<file path="src/rtl/kla_pkg.sv">
// shared types and constants for the keypad latch and auto-repeat block
package kla_pkg;

  localparam int NUM_KEYS = 11;

  localparam int KEY_W    = 16;
  localparam int TICK_W   = 8;
  localparam int OP_W     = 2;
  localparam int DELAY_W  = 7;
  localparam int CFG_DW   = 32;
  localparam int CFG_AW   = 4;
  localparam int REG_IW   = CFG_AW - 2;

  localparam logic [OP_W-1:0] OP_SCAN   = 2'd0;
  localparam logic [OP_W-1:0] OP_UPDATE = 2'd1;
  localparam logic [OP_W-1:0] OP_CLEAR  = 2'd2;

  localparam logic [REG_IW-1:0] REG_REMAP      = 2'd0;
  localparam logic [REG_IW-1:0] REG_FIRST_DLY  = 2'd1;
  localparam logic [REG_IW-1:0] REG_NEXT_DLY   = 2'd2;

  localparam logic [DELAY_W-1:0] FIRST_DLY_RST = 7'd18;
  localparam logic [DELAY_W-1:0] NEXT_DLY_RST  = 7'd5;

  typedef struct packed {
    logic               remap;
    logic [DELAY_W-1:0] first_delay;
    logic [DELAY_W-1:0] next_delay;
  } cfg_t;

endpackage

</file>
<file path="src/rtl/kla_if.sv">
// item channel interfaces: scan/update input and result output
interface kla_in_if;
  logic                           valid;
  logic                           ready;
  logic [kla_pkg::OP_W-1:0]       opcode;
  logic [kla_pkg::KEY_W-1:0]      raw_keys;
  logic [kla_pkg::TICK_W-1:0]     frame_tick;

  modport source(output valid, opcode, raw_keys, frame_tick, input ready);
  modport sink(input valid, opcode, raw_keys, frame_tick, output ready);
endinterface

interface kla_out_if;
  logic                           valid;
  logic                           ready;
  logic [kla_pkg::KEY_W-1:0]      latched_keys;
  logic [kla_pkg::KEY_W-1:0]      press_events;
  logic [kla_pkg::KEY_W-1:0]      held_keys;

  modport source(output valid, latched_keys, press_events, held_keys, input ready);
  modport sink(input valid, latched_keys, press_events, held_keys, output ready);
endinterface

</file>
<file path="src/rtl/kla_cfg_regs.sv">
// apb-style configuration registers: remap enable and repeat delays
module kla_cfg_regs (
  input  logic                          clk,
  input  logic                          rst_n,
  input  logic                          psel,
  input  logic                          penable,
  input  logic                          pwrite,
  input  logic [kla_pkg::CFG_AW-1:0]    paddr,
  input  logic [kla_pkg::CFG_DW-1:0]    pwdata,
  output logic [kla_pkg::CFG_DW-1:0]    prdata,
  output logic                          pready,
  output kla_pkg::cfg_t                 cfg
);

  kla_pkg::cfg_t              cfg_r, cfg_nxt;
  logic [kla_pkg::REG_IW-1:0] reg_idx;
  logic                       wr_en;

  assign reg_idx = paddr[kla_pkg::CFG_AW-1:2];
  assign wr_en   = psel && penable && pwrite;
  assign pready  = 1'b1;
  assign cfg     = cfg_r;

  always_comb begin
    cfg_nxt = cfg_r;
    if (wr_en) begin
      case (reg_idx)
        kla_pkg::REG_REMAP:     cfg_nxt.remap       = pwdata[0];
        kla_pkg::REG_FIRST_DLY: cfg_nxt.first_delay = pwdata[kla_pkg::DELAY_W-1:0];
        kla_pkg::REG_NEXT_DLY:  cfg_nxt.next_delay  = pwdata[kla_pkg::DELAY_W-1:0];
        default:                cfg_nxt = cfg_r;
      endcase
    end
  end

  always_comb begin
    case (reg_idx)
      kla_pkg::REG_REMAP:     prdata = {{(kla_pkg::CFG_DW-1){1'b0}}, cfg_r.remap};
      kla_pkg::REG_FIRST_DLY: prdata = {{(kla_pkg::CFG_DW-kla_pkg::DELAY_W){1'b0}},
                                        cfg_r.first_delay};
      kla_pkg::REG_NEXT_DLY:  prdata = {{(kla_pkg::CFG_DW-kla_pkg::DELAY_W){1'b0}},
                                        cfg_r.next_delay};
      default:                prdata = '0;
    endcase
  end

  always_ff @(posedge clk) begin
    if (!rst_n) begin
      cfg_r.remap       <= 1'b0;
      cfg_r.first_delay <= kla_pkg::FIRST_DLY_RST;
      cfg_r.next_delay  <= kla_pkg::NEXT_DLY_RST;
    end else begin
      cfg_r <= cfg_nxt;
    end
  end

endmodule

</file>
<file path="src/rtl/keypad_latch_autorepeat_top.sv">
// top level: keypad latches, key walk sequencer with shared 8-bit adder, result register
//
//  channel   dir   handshake             payload
//  in_ch     in    valid/ready           opcode, raw_keys, frame_tick
//  out_ch    out   valid/ready           latched_keys, press_events, held_keys
//  cfg_*     in    apb psel/penable      paddr, pwdata / prdata, pready tied high
//
// a scan or clear item is accepted, then loaded into the result register
// an update item is accepted, then walks the keys in order (the key walk shares a
// single 8-bit add/subtract unit), takes a deadline reload step when a key fires
// or repeats, and ends with the result load
// in_ch.ready is high only while idle; a new item may be taken while the last
// result still waits on out_ch, a finished item then waits until out_ch is free
// rst_n is synchronous, active low; it clears latches, held and press masks,
// the sequencer and out_ch.valid; per-key deadlines come up undefined and are
// only read once written
module keypad_latch_autorepeat_top #(
  parameter int NUM_KEYS = kla_pkg::NUM_KEYS
) (
  input  logic                         clk,
  input  logic                         rst_n,
  kla_in_if.sink                       in_ch,
  kla_out_if.source                    out_ch,
  input  logic                         cfg_psel,
  input  logic                         cfg_penable,
  input  logic                         cfg_pwrite,
  input  logic [kla_pkg::CFG_AW-1:0]   cfg_paddr,
  input  logic [kla_pkg::CFG_DW-1:0]   cfg_pwdata,
  output logic [kla_pkg::CFG_DW-1:0]   cfg_prdata,
  output logic                         cfg_pready
);

  localparam int KW = (NUM_KEYS > 1) ? $clog2(NUM_KEYS) : 1;
  localparam int CW = $clog2(NUM_KEYS + 1);
  localparam int KEY_W  = kla_pkg::KEY_W;
  localparam int TICK_W = kla_pkg::TICK_W;
  // keys live at bits 1 .. NUM_KEYS
  localparam logic [KEY_W-1:0] KEY_MASK = KEY_W'(((1 << NUM_KEYS) - 1) << 1);

  typedef enum logic [3:0] {
    S_IDLE = 4'b0001,
    S_WALK = 4'b0010,
    S_LOAD = 4'b0100,
    S_DONE = 4'b1000
  } state_t;

  // alternate console layout into the standard bit positions
  function automatic logic [KEY_W-1:0] remap_layout(input logic [KEY_W-1:0] k);
    logic [KEY_W-1:0] r;
    r     = '0;
    r[12] = k[11];
    r[3]  = k[10];
    r[2]  = k[8];
    r[6]  = k[7];
    r[1]  = k[6];
    r[7]  = k[3];
    r[4]  = k[2];
    r[5]  = k[0];
    return r;
  endfunction

  kla_pkg::cfg_t cfg;

  kla_cfg_regs u_cfg (
    .clk     (clk),
    .rst_n   (rst_n),
    .psel    (cfg_psel),
    .penable (cfg_penable),
    .pwrite  (cfg_pwrite),
    .paddr   (cfg_paddr),
    .pwdata  (cfg_pwdata),
    .prdata  (cfg_prdata),
    .pready  (cfg_pready),
    .cfg     (cfg)
  );

  state_t              state_r, state_nxt;
  logic [KEY_W-1:0]    seen_r, seen_nxt;
  logic [KEY_W-1:0]    repress_r, repress_nxt;
  logic [KEY_W-1:0]    release_r, release_nxt;
  logic [KEY_W-1:0]    held_r, held_nxt;
  logic [KEY_W-1:0]    press_r, press_nxt;
  logic [CW-1:0]       key_cnt_r, key_cnt_nxt;
  logic [TICK_W-1:0]   tick_r, tick_nxt;
  logic                ld_first_r, ld_first_nxt;
  logic [TICK_W-1:0]   deadline_r [NUM_KEYS];

  logic                out_valid_r, out_valid_nxt;
  logic [KEY_W-1:0]    out_latched_r, out_press_r, out_held_r;
  logic                out_load;

  logic                in_acc;
  logic [KEY_W-1:0]    sample;
  logic [KW-1:0]       key_idx;
  logic [KEY_W-1:0]    key_bit;
  logic                last_key;
  logic                expired;
  logic                dl_we;
  logic                go_on;
  logic                fire_load;

  // shared add/subtract unit: deadline - tick during the walk, tick + delay on reload
  logic [TICK_W-1:0]           au_a, au_b, au_sum;
  logic                        au_cin;
  logic [kla_pkg::DELAY_W-1:0] ld_delay;

  assign in_acc   = in_ch.valid && in_ch.ready;
  assign in_ch.ready = (state_r == S_IDLE);
  assign key_idx  = key_cnt_r[KW-1:0];
  assign key_bit  = KEY_W'(2) << key_idx;
  assign last_key = (key_cnt_r == CW'(NUM_KEYS - 1));
  assign ld_delay = ld_first_r ? cfg.first_delay : cfg.next_delay;

  always_comb begin
    if (state_r == S_LOAD) begin
      au_a   = tick_r;
      au_b   = {{(TICK_W-kla_pkg::DELAY_W){1'b0}}, ld_delay};
      au_cin = 1'b0;
    end else begin
      au_a   = deadline_r[key_idx];
      au_b   = ~tick_r;
      au_cin = 1'b1;
    end
    au_sum = au_a + au_b + TICK_W'(au_cin);
  end

  // half-range compare: not expired while (deadline - tick) mod 256 < 0x80
  assign expired = au_sum[TICK_W-1];
  assign sample  = cfg.remap ? remap_layout(in_ch.raw_keys) : in_ch.raw_keys;
  assign out_load = (state_r == S_DONE) && (!out_valid_r || out_ch.ready);

  always_comb begin
    state_nxt    = state_r;
    seen_nxt     = seen_r;
    repress_nxt  = repress_r;
    release_nxt  = release_r;
    held_nxt     = held_r;
    press_nxt    = press_r;
    key_cnt_nxt  = key_cnt_r;
    tick_nxt     = tick_r;
    ld_first_nxt = ld_first_r;
    dl_we        = 1'b0;
    go_on        = 1'b0;
    fire_load    = 1'b0;

    case (state_r)
      S_IDLE: begin
        if (in_acc) begin
          state_nxt = S_DONE;
          case (in_ch.opcode)
            kla_pkg::OP_SCAN: begin
              seen_nxt    = seen_r | sample;
              repress_nxt = repress_r | (sample & release_r);
              release_nxt = release_r | (held_r & ~sample);
            end
            kla_pkg::OP_UPDATE: begin
              state_nxt   = S_WALK;
              press_nxt   = '0;
              key_cnt_nxt = '0;
              tick_nxt    = in_ch.frame_tick;
            end
            kla_pkg::OP_CLEAR: begin
              seen_nxt    = '0;
              repress_nxt = '0;
              release_nxt = '0;
            end
            default: begin
              // unused code reports the current state
            end
          endcase
        end
      end

      S_WALK: begin
        if ((seen_r & key_bit) == '0) begin
          held_nxt = held_r & ~key_bit;
          go_on    = 1'b1;
        end else if ((repress_r & key_bit) != '0) begin
          fire_load    = 1'b1;
          ld_first_nxt = 1'b1;
          press_nxt    = press_r | key_bit;
          held_nxt     = held_r | key_bit;
        end else if ((held_r & key_bit) != '0) begin
          if ((release_r & key_bit) != '0) begin
            held_nxt = held_r & ~key_bit;
          end
          if (!expired) begin
            go_on = 1'b1;
          end else if ((release_r & key_bit) == '0) begin
            // repeat
            fire_load    = 1'b1;
            ld_first_nxt = 1'b0;
            press_nxt    = press_r | key_bit;
          end
        end else if ((release_r & key_bit) == '0) begin
          fire_load    = 1'b1;
          ld_first_nxt = 1'b1;
          press_nxt    = press_r | key_bit;
          held_nxt     = held_r | key_bit;
        end

        if (fire_load) begin
          state_nxt = S_LOAD;
        end else if (go_on && !last_key) begin
          key_cnt_nxt = key_cnt_r + CW'(1);
        end else begin
          state_nxt   = S_DONE;
          seen_nxt    = '0;
          repress_nxt = '0;
          release_nxt = '0;
        end
      end

      S_LOAD: begin
        dl_we       = 1'b1;
        state_nxt   = S_DONE;
        seen_nxt    = '0;
        repress_nxt = '0;
        release_nxt = '0;
      end

      S_DONE: begin
        if (out_load) begin
          state_nxt = S_IDLE;
        end
      end

      default: begin
        state_nxt = S_IDLE;
      end
    endcase
  end

  always_comb begin
    out_valid_nxt = out_valid_r;
    if (out_ch.valid && out_ch.ready) begin
      out_valid_nxt = 1'b0;
    end
    if (out_load) begin
      out_valid_nxt = 1'b1;
    end
  end

  always_ff @(posedge clk) begin
    if (!rst_n) begin
      state_r     <= S_IDLE;
      seen_r      <= '0;
      repress_r   <= '0;
      release_r   <= '0;
      held_r      <= '0;
      press_r     <= '0;
      key_cnt_r   <= '0;
      out_valid_r <= 1'b0;
    end else begin
      state_r     <= state_nxt;
      seen_r      <= seen_nxt;
      repress_r   <= repress_nxt;
      release_r   <= release_nxt;
      held_r      <= held_nxt;
      press_r     <= press_nxt;
      key_cnt_r   <= key_cnt_nxt;
      out_valid_r <= out_valid_nxt;
    end
  end

  // payload registers, no reset
  always_ff @(posedge clk) begin
    tick_r     <= tick_nxt;
    ld_first_r <= ld_first_nxt;
    if (dl_we) begin
      deadline_r[key_idx] <= au_sum;
    end
    if (out_load) begin
      out_latched_r <= seen_r;
      out_press_r   <= press_r;
      out_held_r    <= held_r;
    end
  end

  assign out_ch.valid        = out_valid_r;
  assign out_ch.latched_keys = out_latched_r;
  assign out_ch.press_events = out_press_r;
  assign out_ch.held_keys    = out_held_r;

  // walk index stays inside the key range
  a_walk_range: assert property (@(posedge clk) disable iff (!rst_n)
    (state_r == S_WALK || state_r == S_LOAD) |-> key_cnt_r < CW'(NUM_KEYS))
    else $error("key walk index out of range");

  // a scan or clear item goes straight to the result stage
  a_short_item: assert property (@(posedge clk) disable iff (!rst_n)
    (in_acc && in_ch.opcode != kla_pkg::OP_UPDATE) |=> state_r == S_DONE)
    else $error("non-update item did not finish in one cycle");

  // one update fires or repeats at most one key, and only keys in range
  a_one_event: assert property (@(posedge clk) disable iff (!rst_n)
    ($countones(press_r) <= 1) && ((press_r & ~KEY_MASK) == '0))
    else $error("press events hold more than one key");

  // held keys never leave the key range
  a_held_range: assert property (@(posedge clk) disable iff (!rst_n)
    (held_r & ~KEY_MASK) == '0)
    else $error("held bit outside key range");

  // a deadline reload ends the update with the latches cleared
  a_load_clears: assert property (@(posedge clk) disable iff (!rst_n)
    state_r == S_LOAD |=> (seen_r == '0 && repress_r == '0 && release_r == '0
                           && state_r == S_DONE))
    else $error("latches not cleared after update");

endmodule
</file>
<file path="src/flat_wrapper.sv">
// flat-port wrapper written by rule: the top's interface ports become plain ports
module keypad_latch_autorepeat_top_flat 
#(
  parameter int NUM_KEYS = kla_pkg::NUM_KEYS
)
  (clk, rst_n, cfg_psel, cfg_penable, cfg_pwrite, cfg_paddr, cfg_pwdata, cfg_prdata, cfg_pready, in_ch_valid, in_ch_opcode, in_ch_raw_keys, in_ch_frame_tick, in_ch_ready, out_ch_valid, out_ch_latched_keys, out_ch_press_events, out_ch_held_keys, out_ch_ready);
  kla_in_if in_ch_i ();
  kla_out_if out_ch_i ();
  input  logic clk;
  input  logic rst_n;
  input  logic cfg_psel;
  input  logic cfg_penable;
  input  logic cfg_pwrite;
  input  logic [kla_pkg::CFG_AW-1:0] cfg_paddr;
  input  logic [kla_pkg::CFG_DW-1:0] cfg_pwdata;
  output logic [kla_pkg::CFG_DW-1:0] cfg_prdata;
  output logic cfg_pready;
  input wire logic [$bits(in_ch_i.valid)-1:0] in_ch_valid;
  input wire logic [$bits(in_ch_i.opcode)-1:0] in_ch_opcode;
  input wire logic [$bits(in_ch_i.raw_keys)-1:0] in_ch_raw_keys;
  input wire logic [$bits(in_ch_i.frame_tick)-1:0] in_ch_frame_tick;
  output wire logic [$bits(in_ch_i.ready)-1:0] in_ch_ready;
  output wire logic [$bits(out_ch_i.valid)-1:0] out_ch_valid;
  output wire logic [$bits(out_ch_i.latched_keys)-1:0] out_ch_latched_keys;
  output wire logic [$bits(out_ch_i.press_events)-1:0] out_ch_press_events;
  output wire logic [$bits(out_ch_i.held_keys)-1:0] out_ch_held_keys;
  input wire logic [$bits(out_ch_i.ready)-1:0] out_ch_ready;
  assign in_ch_i.valid = in_ch_valid;
  assign in_ch_i.opcode = in_ch_opcode;
  assign in_ch_i.raw_keys = in_ch_raw_keys;
  assign in_ch_i.frame_tick = in_ch_frame_tick;
  assign in_ch_ready = in_ch_i.ready;
  assign out_ch_valid = out_ch_i.valid;
  assign out_ch_latched_keys = out_ch_i.latched_keys;
  assign out_ch_press_events = out_ch_i.press_events;
  assign out_ch_held_keys = out_ch_i.held_keys;
  assign out_ch_i.ready = out_ch_ready;
  keypad_latch_autorepeat_top #(.NUM_KEYS(NUM_KEYS)) u_core (.clk(clk), .rst_n(rst_n), .in_ch(in_ch_i), .out_ch(out_ch_i), .cfg_psel(cfg_psel), .cfg_penable(cfg_penable), .cfg_pwrite(cfg_pwrite), .cfg_paddr(cfg_paddr), .cfg_pwdata(cfg_pwdata), .cfg_prdata(cfg_prdata), .cfg_pready(cfg_pready));
endmodule
</file>
<file path="config.mk">
export PLATFORM = sky130hd
export DESIGN_NAME = keypad_latch_autorepeat_top_flat
export DESIGN_NICKNAME = d
export VERILOG_FILES = /design/src/rtl/kla_pkg.sv /design/src/rtl/kla_if.sv /design/src/rtl/kla_cfg_regs.sv /design/src/rtl/keypad_latch_autorepeat_top.sv /design/src/flat_wrapper.sv
export SDC_FILE = /design/constraint.sdc
export NUM_CORES = 1
export LEC_CHECK = 0
export BUFFER_PORTS_ARGS = -buffer_cell sky130_fd_sc_hd__buf_4
export CAP_MARGIN = 30
export CORE_ASPECT_RATIO = 1.2
export CORE_MARGIN = 5
export CORE_UTILIZATION = 62
export DETAILED_ROUTE_END_ITERATION = 7
export GPL_TIMING_DRIVEN = 0
export PLACE_DENSITY = 0.93
export SLEW_MARGIN = 30
export SYNTH_ARGS = -nofsm -noshare
export SYNTH_HDL_FRONTEND = slang
export SYNTH_HIERARCHICAL = 1
export SYNTH_SLANG_ARGS = --single-unit
</file>
<file path="constraint.sdc">
create_clock -name clk -period 7.45 [get_ports clk]
set_clock_uncertainty 0.15 [all_clocks]
set_input_delay 1.49 -clock clk [delete_from_list [all_inputs] [get_ports clk]]
set_output_delay 1.49 -clock clk [all_outputs]
set_load 0.01 [all_outputs]
</file>
==> metrics.txt <==
met2 Track Usage GR=0.477; IO Port Bufs=96; vias per inst=6.33; crit path DAT=6.32 ns; Worst slew margin=0.330; commonest non-fill, non-tap cells in the layout=edfxtp_1, buf_4, dfxtp_1; share of cells above drive strength 1=0.220; GR peak layer=met2; first-pass GRT wire length=44000 um; Slowest cell on crit path=buf_1; most area-consuming cells after synthesis=edfxtp_1, dfxtp_1, mux2i_1; antenna violations before repair=0; pin count of the biggest net entering global routing=27; min cycle time layout=6.02 ns; # rows=53; GR Layer Usage met3=0.0424; RSZ-0062 raised after global routing=no; Iteration-0 DRC Markers=817; DRC=0; Yosys cell types=75; startpoint types=flip-flop; Yosys reg bits=247; post-detail-place hpwl=20000 um; CTS root buffer=clkbuf_16; Worst Hold Class=reg -> reg; ys async rst share=0; routability cong.=0.958; CP peak stage delay=0.69 ns; worst skew pair latency=0.51 ns; max_cap viols=0; vias in the first global route=8046; CP Cell Sequence=clkbuf_1, buf_1, mux4_2, a211oi_1, a211oi_1, a21oi_1, fa_1, inv_1, a21o_1, a41o_1, o41ai_2, xor2_2, o31ai_2, buf_4, buf_2, nor4b_1, o21a_1; vias after detailed routing=8139; setup total negative slack=0 ns; H-tree levels=1; post-synth top area share=0.393; antenna-violating nets left=0; register area share after synthesis=0.584; Fillers=1103; # hold bufs at CTS=0; first-pass iteration count of the detailed router=7; Mapped Cells=902; core area=17400 sq um; commonest non-fill, non-tap cell in the layout=edfxtp_1; endpoint type of the worst setup path=flip-flop; Final #Nets=1133; cts repair resizes=0; Die W=131 um; status=complete, no violations; cell mode on critical path=a211oi_1; area growth from synthesis to layout=17.9%; Sequential Area=6380 sq um; Critical Setup Path Class=reg -> reg; CTS clk-pin slew, worst paths=0.07 ns; period utilization=0.808; CTS Buf Count=23; hold depth=0; worst path required time=7.76 ns; post-synthesis area per instance=12.1 sq um; # diodes=0; Leakage=4.62 nW; Die H=155 um; power density cells=218 nW/um^2; Multi-input gate area=4020 sq um; Tot GR Track Use=0.270; reg2reg path depth=17; worst-margin pin slew=0.998 ns; worst-case clock buffer depth=3; area leader, netlist=edfxtp_1; gr ovfl total=0; number of enable flip-flop cells after synthesis=143; Synthesis Warnings=6; Highest Clock Rate=166 MHz; Initial Utilization=0.626; TritonCTS clock tree=yes; pre-CTS setup slack=1.44 ns; TritonCTS Sinks=247; CP Max Fanout=14; mapped cell area=10900 sq um; DR WL/cell=22.4 um; Main synth FF type=edfxtp_1; VDD IR-drop max=0.212 mV; Routed WL=28700 um; Die ar.=20400 sq um; I/O pin count=152; post-CTS setup buffers=0; Worst Slack Setup Final=1.43 ns; max-slew violations=0; Final Hold Vio Count=0; met1 Usage GRT=0.312; Setup violations, final=0
sequential cells by signal, summed over array words and instances (netlist names), 4 cells and up, named ones only:
register,cells
u_core/deadline_r,88
u_core/held_r,15
u_core/key_cnt_r,4
u_core/out_ch.held_keys,15
u_core/out_ch.latched_keys,16
u_core/out_ch.press_events,15
u_core/press_r,15
u_core/release_r,15
u_core/repress_r,15
u_core/seen_r,16
u_core/state_r,4
u_core/tick_r,8
u_core/u_cfg/cfg,15
worst max-delay path: cells and delay by family, from the launching register on:
kind / cells / cell delay (ns)
xor+xnor: 1 / 0.59
compound gates: 8 / 2.15
fa+ha+maj: 1 / 0.24
simple gates: 1 / 0.39
mux: 1 / 0.63
flops: 1 / 0.31
buf+inv: 5 / 1.48
Yosys cell counts, drive strengths merged (22+ instances only):
master,number
edfxtp,143
dfxtp,104
nand2,85
buf,65
o21a,50
a21oi,48
o21ai,45
mux2i,42
nor3,40
nor2,26
clkbuf,22
final timing paths:
kind	slack, ns	start	endpoint
setup / recovery	1.43	flip-flop	u_core/repress_r[7]
hold / removal	0.28	u_core/press_r[7]	u_core/out_ch.press_events[7]
setup reg to reg	1.43	flip-flop	u_core/repress_r[7]
hold reg to reg	0.28	u_core/press_r[7]	u_core/out_ch.press_events[7]
metal layers:
metal / share of wire / vias to the layer above
met5: 0 / -
met3: 0.081 / 148
li1: - / 3598
met1: 0.35 / 3875
met4: 0.066 / 0
met2: 0.51 / 518
layout make-up:
class | count | share of cell area
well taps | 220 | 0.0214
clock buffers | 29 | 0.0521
clock inverters | 12 | 0.00933
inverters | 18 | 0.00525
repair buffers | 98 | 0.0602
flip-flops and latches | 247 | 0.495
plain buffers | 87 | 0.0442
multi-input cells | 575 | 0.312
logic make-up after synthesis:
family,after synthesis,synth area share
other,3,0.00103
DFF,247,0.584
muxes,66,0.0811
and+or+nand+nor,246,0.119
AOI/OAI and AO/OA,214,0.133
adders and majority gates,14,0.0174
buffers and inverters,105,0.0583
xor gates and xnor gates,7,0.00630
metrics by stage:
step	std cells	utilization	cell area, sq um	hold slack (ns)	power (mW)
2_1_floorplan	927	-	11000	0.258	1.57
3_3_place_gp	1243	0.689	12000	0.264	1.62
3_5_place_dp	1245	0.693	12100	0.265	1.63
4_1_cts	1286	0.738	12900	0.280	2.82
5_1_grt	1286	0.738	12900	0.295	2.90
6_report	1286	0.738	12900	0.279	2.81
power breakdown:
group | switching (mW) | total, mW | internal (mW)
Clock | 0.501 | 1.21 | 0.710
Combinational | 0.0836 | 0.143 | 0.0594
Sequential | 0.00788 | 1.46 | 1.45
Note: power is estimated with default switching activity, not from simulation.
